`src/rtl/ddd_pkg.sv`:
```
package ddd_pkg;

    // Field widths of the date and count beats
    localparam int YEAR_W  = 14;
    localparam int MONTH_W = 4;
    localparam int DAY_W   = 5;
    localparam int COUNT_W = 22;

    localparam int unsigned MAX_YEAR_DEF = 9999;

    localparam logic [MONTH_W-1:0] MONTH_FIRST = MONTH_W'(1);
    localparam logic [MONTH_W-1:0] MONTH_FEB   = MONTH_W'(2);
    localparam logic [MONTH_W-1:0] MONTH_LAST  = MONTH_W'(12);

    // floor(y / 100) = (y * RECIP100) >> RECIP_SHIFT, exact for any 15-bit y
    localparam int                RECIP_W     = 16;
    localparam int                RECIP_SHIFT = 22;
    localparam logic [RECIP_W-1:0] RECIP100   = RECIP_W'(41944);
    localparam logic [RECIP_W-1:0] DAYS_YEAR  = RECIP_W'(365);
    localparam int                PROD_W      = YEAR_W + RECIP_W;
    localparam int                Q_W         = PROD_W - RECIP_SHIFT;

    // 365 * year fits here; signed accumulator with headroom for the difference
    localparam int DAYS_W = 23;
    localparam int ACC_W  = 26;

    localparam logic [COUNT_W-1:0] COUNT_MAX = '1;

    // Month length, 0 for a month outside 1..12
    function automatic logic [DAY_W-1:0] month_len(input logic [MONTH_W-1:0] m,
                                                   input logic leap);
        logic [DAY_W-1:0] len;
        len = '0;
        case (m) inside
            4'd1, 4'd3, 4'd5, 4'd7, 4'd8, 4'd10, 4'd12: len = DAY_W'(31);
            4'd4, 4'd6, 4'd9, 4'd11:                    len = DAY_W'(30);
            MONTH_FEB:                                  len = leap ? DAY_W'(29) : DAY_W'(28);
            default:                                    len = '0;
        endcase
        return len;
    endfunction

endpackage

```
`src/rtl/ddd_if.sv`:
```
// Date pair beat into the block
interface ddd_in_if;
    import ddd_pkg::*;

    logic               valid;
    logic               ready;
    logic [YEAR_W-1:0]  start_year;
    logic [MONTH_W-1:0] start_month;
    logic [DAY_W-1:0]   start_day;
    logic [YEAR_W-1:0]  end_year;
    logic [MONTH_W-1:0] end_month;
    logic [DAY_W-1:0]   end_day;

    modport source (
        output valid, start_year, start_month, start_day, end_year, end_month, end_day,
        input  ready
    );

    modport sink (
        input  valid, start_year, start_month, start_day, end_year, end_month, end_day,
        output ready
    );
endinterface

// Day count beat out of the block
interface ddd_out_if;
    import ddd_pkg::*;

    logic               valid;
    logic               ready;
    logic [COUNT_W-1:0] day_count;

    modport source (
        output valid, day_count,
        input  ready
    );

    modport sink (
        input  valid, day_count,
        output ready
    );
endinterface

```
`src/rtl/date_difference_in_days.sv`:
```
// Day count between two Gregorian dates. Each input beat carries two dates in
// either order; the block orders them (year, then raw month, then raw day),
// then accumulates 365*y + ceil(y/4) - ceil(y/100) + ceil(y/400) + day-of-year
// for the later date and subtracts the same for the earlier one, all through
// one shared multiplier and one accumulator adder under a small sequencer. A
// month or day out of range gives that date day-of-year 0; years above
// MAX_YEAR are clamped. include_end_day (cfg_wr_en/cfg_wr_data) adds one day.
// Each date runs S_RECIP, S_SCALE, S_LEAPS, S_YEARS, an S_MONTH step for
// each month up to its own month (none if the date is invalid) and S_NEXT;
// S_DONE then loads the output register. in_ch.ready is low while a beat
// is in work. The result sits in an output register, so the block takes the
// next beat while a result still waits to be taken. Negative counts read 0,
// counts above 2^22-1 saturate.
module date_difference_in_days #(
    parameter int unsigned MAX_YEAR = ddd_pkg::MAX_YEAR_DEF
) (
    input  logic      clk,
    input  logic      rst_n,
    input  logic      cfg_wr_en,
    input  logic      cfg_wr_data,
    ddd_in_if.sink    in_ch,
    ddd_out_if.source out_ch
);
    import ddd_pkg::*;

    typedef enum logic [2:0] {
        S_IDLE,
        S_RECIP,
        S_SCALE,
        S_LEAPS,
        S_YEARS,
        S_MONTH,
        S_NEXT,
        S_DONE
    } state_t;

    function automatic logic [YEAR_W-1:0] clamp_year(input logic [YEAR_W-1:0] y);
        logic [YEAR_W-1:0] r;
        r = y;
        if (32'(y) > MAX_YEAR)
            r = YEAR_W'(MAX_YEAR);
        return r;
    endfunction

    // Control registers
    state_t             state_reg, state_next;
    logic               side_reg, side_next;      // 0: later date (add), 1: earlier (subtract)
    logic [MONTH_W-1:0] mcnt_reg, mcnt_next;
    logic               out_valid_reg, out_valid_next;
    logic [COUNT_W-1:0] count_reg, count_next;
    logic               incl_reg, incl_next;

    // Datapath registers
    logic [YEAR_W-1:0]  ey_reg, ey_next, ly_reg, ly_next;
    logic [MONTH_W-1:0] em_reg, em_next, lm_reg, lm_next;
    logic [DAY_W-1:0]   ed_reg, ed_next, ld_reg, ld_next;
    logic [PROD_W-1:0]  prod_reg, prod_next;
    logic [Q_W-1:0]     q_reg, q_next;
    logic               leap_reg, leap_next;
    logic [ACC_W-1:0]   acc_reg, acc_next;

    logic               in_fire;
    logic [YEAR_W-1:0]  ay, by;
    logic               a_first;
    logic [YEAR_W-1:0]  cur_y;
    logic [MONTH_W-1:0] cur_m;
    logic [DAY_W-1:0]   cur_d;
    logic [RECIP_W-1:0] mul_k;
    logic [PROD_W-1:0]  mul_p;
    logic [YEAR_W:0]    q_ext, hund, c4, c100, c400, leap_term;
    logic               div100, leap_now;
    logic [DAY_W-1:0]   mlen_cur, mlen_walk;
    logic               date_ok;
    logic [ACC_W-1:0]   opnd, acc_sum;
    logic [COUNT_W-1:0] sat_count;

    assign in_fire = in_ch.valid && in_ch.ready;

    // Order the two dates
    assign ay      = clamp_year(in_ch.start_year);
    assign by      = clamp_year(in_ch.end_year);
    assign a_first = (ay < by) ||
                     (ay == by && (in_ch.start_month < in_ch.end_month ||
                      (in_ch.start_month == in_ch.end_month &&
                       in_ch.start_day < in_ch.end_day)));

    // Date under work
    assign cur_y = side_reg ? ey_reg : ly_reg;
    assign cur_m = side_reg ? em_reg : lm_reg;
    assign cur_d = side_reg ? ed_reg : ld_reg;

    // Shared multiplier: y * reciprocal of 100, then y * 365
    assign mul_k = (state_reg == S_RECIP) ? RECIP100 : DAYS_YEAR;
    assign mul_p = PROD_W'(cur_y) * PROD_W'(mul_k);

    // Leap-day count and leap flag from q = floor(y / 100)
    assign q_ext     = (YEAR_W + 1)'(q_reg);
    assign hund      = (q_ext << 6) + (q_ext << 5) + (q_ext << 2);
    assign div100    = (hund == (YEAR_W + 1)'(cur_y));
    assign c4        = ((YEAR_W + 1)'(cur_y) + (YEAR_W + 1)'(3)) >> 2;
    assign c100      = q_ext + (YEAR_W + 1)'(!div100);
    assign c400      = (c100 + (YEAR_W + 1)'(3)) >> 2;
    assign leap_term = c4 - c100 + c400;
    assign leap_now  = (cur_y[1:0] == 2'b00) && (!div100 || q_reg[1:0] == 2'b00);

    // Date check and month walk table
    assign mlen_cur  = month_len(cur_m, leap_reg);
    assign mlen_walk = month_len(mcnt_reg, leap_reg);
    assign date_ok   = (cur_m >= MONTH_FIRST) && (cur_m <= MONTH_LAST) &&
                       (cur_d != '0) && (cur_d <= mlen_cur);

    // Shared accumulator adder
    always_comb
    begin
        case (state_reg)
            S_LEAPS: opnd = ACC_W'(leap_term);
            S_YEARS: opnd = ACC_W'(prod_reg[DAYS_W-1:0]);
            S_MONTH: opnd = (mcnt_reg == cur_m) ? ACC_W'(cur_d) : ACC_W'(mlen_walk);
            default: opnd = '0;
        endcase
    end

    assign acc_sum = side_reg ? (acc_reg - opnd) : (acc_reg + opnd);

    // Clamp to 0 .. 2^22-1
    always_comb
    begin
        if (acc_reg[ACC_W-1])
            sat_count = '0;
        else if (acc_reg[ACC_W-2:COUNT_W] != '0)
            sat_count = COUNT_MAX;
        else
            sat_count = acc_reg[COUNT_W-1:0];
    end

    // Sequencer
    always_comb
    begin
        state_next     = state_reg;
        side_next      = side_reg;
        mcnt_next      = mcnt_reg;
        out_valid_next = out_valid_reg && !out_ch.ready;
        count_next     = count_reg;
        incl_next      = cfg_wr_en ? cfg_wr_data : incl_reg;
        ey_next        = ey_reg;
        em_next        = em_reg;
        ed_next        = ed_reg;
        ly_next        = ly_reg;
        lm_next        = lm_reg;
        ld_next        = ld_reg;
        prod_next      = prod_reg;
        q_next         = q_reg;
        leap_next      = leap_reg;
        acc_next       = acc_reg;

        unique case (state_reg)
            S_IDLE:
            begin
                if (in_fire)
                begin
                    if (a_first)
                    begin
                        ey_next = ay;  em_next = in_ch.start_month;  ed_next = in_ch.start_day;
                        ly_next = by;  lm_next = in_ch.end_month;    ld_next = in_ch.end_day;
                    end
                    else
                    begin
                        ey_next = by;  em_next = in_ch.end_month;    ed_next = in_ch.end_day;
                        ly_next = ay;  lm_next = in_ch.start_month;  ld_next = in_ch.start_day;
                    end
                    acc_next   = ACC_W'(incl_reg);
                    side_next  = 1'b0;
                    state_next = S_RECIP;
                end
            end
            S_RECIP:
            begin
                prod_next  = mul_p;
                state_next = S_SCALE;
            end
            S_SCALE:
            begin
                q_next     = prod_reg[RECIP_SHIFT +: Q_W];
                prod_next  = mul_p;
                state_next = S_LEAPS;
            end
            S_LEAPS:
            begin
                leap_next  = leap_now;
                acc_next   = acc_sum;
                state_next = S_YEARS;
            end
            S_YEARS:
            begin
                acc_next   = acc_sum;
                mcnt_next  = MONTH_FIRST;
                state_next = date_ok ? S_MONTH : S_NEXT;
            end
            S_MONTH:
            begin
                acc_next = acc_sum;
                if (mcnt_reg == cur_m)
                    state_next = S_NEXT;
                else
                    mcnt_next = mcnt_reg + MONTH_W'(1);
            end
            S_NEXT:
            begin
                if (side_reg)
                    state_next = S_DONE;
                else
                begin
                    side_next  = 1'b1;
                    state_next = S_RECIP;
                end
            end
            S_DONE:
            begin
                if (!out_valid_reg || out_ch.ready)
                begin
                    out_valid_next = 1'b1;
                    count_next     = sat_count;
                    state_next     = S_IDLE;
                end
            end
            default:
            begin
                state_next = S_IDLE;
            end
        endcase
    end

    // State and registered outputs
    always_ff @(posedge clk or negedge rst_n)
    begin
        if (!rst_n)
        begin
            state_reg     <= S_IDLE;
            side_reg      <= 1'b0;
            mcnt_reg      <= '0;
            out_valid_reg <= 1'b0;
            count_reg     <= '0;
            incl_reg      <= 1'b0;
        end
        else
        begin
            state_reg     <= state_next;
            side_reg      <= side_next;
            mcnt_reg      <= mcnt_next;
            out_valid_reg <= out_valid_next;
            count_reg     <= count_next;
            incl_reg      <= incl_next;
        end
    end

    // Datapath
    always_ff @(posedge clk)
    begin
        ey_reg   <= ey_next;
        em_reg   <= em_next;
        ed_reg   <= ed_next;
        ly_reg   <= ly_next;
        lm_reg   <= lm_next;
        ld_reg   <= ld_next;
        prod_reg <= prod_next;
        q_reg    <= q_next;
        leap_reg <= leap_next;
        acc_reg  <= acc_next;
    end

    assign in_ch.ready      = (state_reg == S_IDLE);
    assign out_ch.valid     = out_valid_reg;
    assign out_ch.day_count = count_reg;

`ifndef SYNTHESIS
    // No second beat while one is in work
    a_busy_after_accept: assert property (@(posedge clk) disable iff (!rst_n)
        in_fire |=> !in_ch.ready)
        else $error("input accepted while a beat is in work");

    // Dates stay ordered by year during the walk
    a_years_ordered: assert property (@(posedge clk) disable iff (!rst_n)
        (state_reg != S_IDLE) |-> (ey_reg <= ly_reg))
        else $error("earlier date has the larger year");

    // Month walk stays inside a valid month
    a_month_walk: assert property (@(posedge clk) disable iff (!rst_n)
        (state_reg == S_MONTH) |-> (mcnt_reg >= MONTH_FIRST && mcnt_reg <= cur_m &&
                                    cur_m <= MONTH_LAST))
        else $error("month walk out of range");

    // A result appears only at the end of a walk
    a_result_source: assert property (@(posedge clk) disable iff (!rst_n)
        $rose(out_valid_reg) |-> $past(state_reg == S_DONE))
        else $error("result raised outside the finish step");
`endif

endmodule

```
`src/flat_wrapper.sv`:
```
// flat-port wrapper written by rule: the top's interface ports become plain ports
module date_difference_in_days_flat import ddd_pkg::*;
#(
    parameter int unsigned MAX_YEAR = ddd_pkg::MAX_YEAR_DEF
)
  (clk, rst_n, cfg_wr_en, cfg_wr_data, in_ch_valid, in_ch_start_year, in_ch_start_month, in_ch_start_day, in_ch_end_year, in_ch_end_month, in_ch_end_day, in_ch_ready, out_ch_valid, out_ch_day_count, out_ch_ready);
  ddd_in_if in_ch_i ();
  ddd_out_if out_ch_i ();
  input  logic clk;
  input  logic rst_n;
  input  logic cfg_wr_en;
  input  logic cfg_wr_data;
  input wire logic [$bits(in_ch_i.valid)-1:0] in_ch_valid;
  input wire logic [$bits(in_ch_i.start_year)-1:0] in_ch_start_year;
  input wire logic [$bits(in_ch_i.start_month)-1:0] in_ch_start_month;
  input wire logic [$bits(in_ch_i.start_day)-1:0] in_ch_start_day;
  input wire logic [$bits(in_ch_i.end_year)-1:0] in_ch_end_year;
  input wire logic [$bits(in_ch_i.end_month)-1:0] in_ch_end_month;
  input wire logic [$bits(in_ch_i.end_day)-1:0] in_ch_end_day;
  output wire logic [$bits(in_ch_i.ready)-1:0] in_ch_ready;
  output wire logic [$bits(out_ch_i.valid)-1:0] out_ch_valid;
  output wire logic [$bits(out_ch_i.day_count)-1:0] out_ch_day_count;
  input wire logic [$bits(out_ch_i.ready)-1:0] out_ch_ready;
  assign in_ch_i.valid = in_ch_valid;
  assign in_ch_i.start_year = in_ch_start_year;
  assign in_ch_i.start_month = in_ch_start_month;
  assign in_ch_i.start_day = in_ch_start_day;
  assign in_ch_i.end_year = in_ch_end_year;
  assign in_ch_i.end_month = in_ch_end_month;
  assign in_ch_i.end_day = in_ch_end_day;
  assign in_ch_ready = in_ch_i.ready;
  assign out_ch_valid = out_ch_i.valid;
  assign out_ch_day_count = out_ch_i.day_count;
  assign out_ch_i.ready = out_ch_ready;
  date_difference_in_days #(.MAX_YEAR(MAX_YEAR)) u_core (.clk(clk), .rst_n(rst_n), .cfg_wr_en(cfg_wr_en), .cfg_wr_data(cfg_wr_data), .in_ch(in_ch_i), .out_ch(out_ch_i));
endmodule
```
`config.mk`:
```
export PLATFORM = sky130hd
export DESIGN_NAME = date_difference_in_days_flat
export DESIGN_NICKNAME = d
export VERILOG_FILES = /design/src/rtl/ddd_pkg.sv /design/src/rtl/ddd_if.sv /design/src/rtl/date_difference_in_days.sv /design/src/flat_wrapper.sv
export SDC_FILE = /design/constraint.sdc
export NUM_CORES = 1
export LEC_CHECK = 0
export ABC_CLOCK_PERIOD_IN_PS = 11000
export BUFFER_PORTS_ARGS = -buffer_cell sky130_fd_sc_hd__buf_4
export CAP_MARGIN = 20
export CORE_ASPECT_RATIO = 1.4
export CORE_MARGIN = 2
export CORE_UTILIZATION = 50
export DETAILED_ROUTE_END_ITERATION = 10
export PLACE_DENSITY_LB_ADDON = 0.08
export SYNTH_ARGS = -nofsm -noshare
export SYNTH_HDL_FRONTEND = slang
export SYNTH_SLANG_ARGS = --single-unit
```
`constraint.sdc`:
```
create_clock -name clk -period 11 [get_ports clk]
set_input_delay 0.55 -clock clk [delete_from_list [all_inputs] [get_ports clk]]
set_output_delay 0.55 -clock clk [all_outputs]
set_load 0.02 [all_outputs]
```
==> flow_summary_export.csv <==
group,metric,value,unit
status,status,"complete, no violations",
cts,clk_pin_slew,70,ps
logic_synthesis,yosys_warnings,0,
placement,portBuffers,75,
global_routing,number_of_global_route_vias_before_repair,11900,
cts,numCtsBuffers,17,
logic_synthesis,cell_count_after_synthesis,1636,
timing,rsz0062_at_grt,"false",
global_routing,grt_pass1_wl,57700,µm
cts,buffer_levels_on_the_longest_clock_path,2,
detailed_routing,post_drt_wl_per_cell,16.5,µm
timing,final_hold_viol_count,0,
cts,clock-sinks,143,
logic_synthesis,synth_async_sr_flop_share,22.4,%
logic_synthesis,postSynth.topFlopCell,"edfxtp_1",
floorplan,io-pin-count,76,
worst_setup_path,worst-r2r-cell-count,37,
timing,fmax_achieved,0.0982,GHz
worst_setup_path,critical_path.endpoint_type,"flop",
detailed_routing,detail-route-antenna-nets,0,
detailed_routing,vias_per_cell,5.49,
global_routing,groute.usage.overall,22.3,%
worst_setup_path,worstReg2RegEnd,"u_core.acc_reg[24]",
cts,cts.hold.buffers_added,0,
cts,cts.root.buffer_cell,"clkbuf_16",
logic_synthesis,number_of_flops_mapped_to_enable_cells_by_yosys,111,
detailed_routing,routed-via-count,11500,
global_routing,grt-ovfl-total,0,
logic_synthesis,summed_instance_area_of_the_synthesized_netlist,15400,µm²
placement,routabilityCongestion,0.898,
logic_synthesis,syn-num-nets,2006,
timing,slew_headroom,32.1,%
floorplan,dieArea,32300,µm²
worst_setup_path,critical_path.slowest_cell,"edfxtp_1",
worst_setup_path,worst-r2r-setup-slack,820,ps
timing,timing_max_transition_violations_final,0,
worst_setup_path,endpoint_required_time_on_the_critical_path,11150,ps
timing,final_setup_viols,0,
cts,post-cts-setup-buffers,0,
worst_setup_path,arrival,10330,ps
placement,dp.final_hpwl,29100,µm
worst_setup_path,timing.critical_path.mode_cell,"a21o_1",
worst_setup_path,crit_fanout,7,
logic_synthesis,sequential_cell_area_fraction_in_the_yosys_report,26.8,%
logic_synthesis,synth_area_per_inst,9.44,µm²
finish,flow.area_growth_from_synthesis,10.2,%
timing,worstMarginPinSlew,1020,ps
detailed_routing,routed_wl,34600,µm
global_routing,grt_start_max_net_pins,80,
worst_setup_path,timing_worst_setup_path_type,"flop to flop",
detailed_routing,drc_errors,0,
floorplan,floorplan.core_area,30600,µm²
timing,timing.final.crit_share,92.6,%
finish,layout.cells.most_common_list,"ha_1 (214), inv_1 (206), nor2_1 (124)",
run,maxCapViolations,0,
logic_synthesis,ys_types,71,
min_path,worst_hold_path_type,"input port to asynchronous set/reset pin",
floorplan,dieWidth,153,µm
cts,post_cts_resize_count,0,
floorplan,die_h,212,µm
finish,layout-drive-gt1-share,9.42,%
worst_setup_path,r2r-start,"u_core.q_reg[2]",
detailed_routing,drt_iter0_markers,425,
detailed_routing,drt-pass1-iter-count,5,
finish,largest_register_ffs,30,
floorplan,num_rows,76,
cts,cts_tree,"done",
finish,design.final.nets,2067,
timing,setup-tns-final,0,ps
floorplan,floorplan.initialDensity,50.4,%
timing,finClkSkew,14.7,ps
worst_setup_path,cp_slowest_stage_delay,540,ps
logic_synthesis,postSynthRegisterBits,143,
cts,clock_h_tree_levels,4,
worst_setup_path,timing.critical_path.from_type,"flop",
global_routing,grt_antenna_before_repair,0,
cts,insertion_delay,440,ps
finish,final_common_cell,"ha_1",
timing,period_needed,10180,ps
[metrics by stage]
step	setup WS [ps]	std cells	utilization (%)	instance area, µm²	hold slack (ps)
after floorplan	1770	1636	-	15400	254
after global placement	1150	2068	53.6	16400	402
after detailed placement	912	2068	53.6	16400	406
after CTS	854	2100	55.6	17000	42.4
after global routing	33.8	2100	55.6	17000	57.9
final	817	2101	55.6	17000	33.0
[worst max-delay path, delay by kind of cell, from the launching register on]
| family | cells | cell delay [ps] |
|---|---|---|
| xor gates and xnor gates | 4 | 870 |
| adders and majority gates | 7 | 2650 |
| and+or+nand+nor | 8 | 2200 |
| DFF | 1 | 540 |
| AOI/OAI and AO/OA | 17 | 3540 |
| buffers and inverters | 1 | 70 |
[logic make-up (layout without fill, tap and decap cells)]
| kind of cell | count (synthesis) | in the layout | share of synthesized area [%] |
|---|---|---|---|
| AND/OR/NAND/NOR | 417 | 417 | 12.8 |
| AO/OA/AOI/OAI | 355 | 355 | 14.1 |
| buffers and inverters | 250 | 324 | 6.16 |
| XOR/XNOR | 109 | 109 | 6.18 |
| flip-flops | 143 | 143 | 26.8 |
| multiplexers | 44 | 44 | 3.17 |
| other | 0 | 1 | 0 |
| adder cells (fa/ha/maj) | 318 | 318 | 30.8 |
[synthesized netlist by cell type (all sizes together), types with 6 or more instances]
cell type | count | share of area, %
nor2 | 125 | 3.0
xor2 | 37 | 2.1
xnor2 | 72 | 4.1
nor4 | 9 | 0.46
or3 | 9 | 0.36
nor2b | 17 | 0.69
nand2 | 117 | 2.8
a31oi | 15 | 0.61
inv | 206 | 5.0
a21oi | 100 | 3.2
o21a | 8 | 0.39
o41ai | 7 | 0.40
a211oi | 10 | 0.49
dfrtp | 32 | 5.2
mux2 | 19 | 1.4
and2 | 8 | 0.32
nand3 | 23 | 0.75
o21bai | 10 | 0.49
nand2b | 21 | 0.85
fa | 104 | 13
and3 | 11 | 0.45
o21ai | 110 | 3.6
nand4 | 12 | 0.49
o31ai | 6 | 0.29
nor3 | 41 | 1.4
a21o | 38 | 1.8
clkbuf | 38 | 0.92
mux2i | 25 | 1.8
ha | 214 | 17
edfxtp | 111 | 22
or2 | 11 | 0.45
[area by class of cell]
type / instances / area, µm²
Antenna cell: 1 / 2.50
Clock buffer: 17 / 425
Clock inverter: 15 / 176
Fill cell: 2860 / 13600
Inverter: 207 / 777
Multi-Input combinational cell: 1243 / 10400
Sequential cell: 143 / 4140
Tap cell: 390 / 488
Timing Repair Buffer: 85 / 638
[per-layer routing]
layer / GRT usage, % / vias up / part of all wire [%]
met2: 43.9 / 158 / 55
met4: 8.49 / 0 / 3.2
met3: 2.03 / 56 / 1.9
li1: - / 5834 / -
met5: 0 / - / 0
met1: 24.7 / 5485 / 40
[worst max-delay path by stage]
stage                                from                  to  slack (ps)  cells after the start
after floorplan           u_core.q_reg[1]  u_core.acc_reg[25]        1770                     40
after global placement    u_core.q_reg[1]  u_core.acc_reg[25]        1150                     39
after detailed placement  u_core.q_reg[2]  u_core.acc_reg[24]         910                     37
after CTS                 u_core.q_reg[2]  u_core.acc_reg[24]         850                     37
after global routing      u_core.q_reg[1]  u_core.acc_reg[24]          30                     40
final                     u_core.q_reg[2]  u_core.acc_reg[24]         820                     37
Power is left out: the tool's default activity adds up to more than one toggle a clock period on the data nets, which glitch-free logic cannot reach.
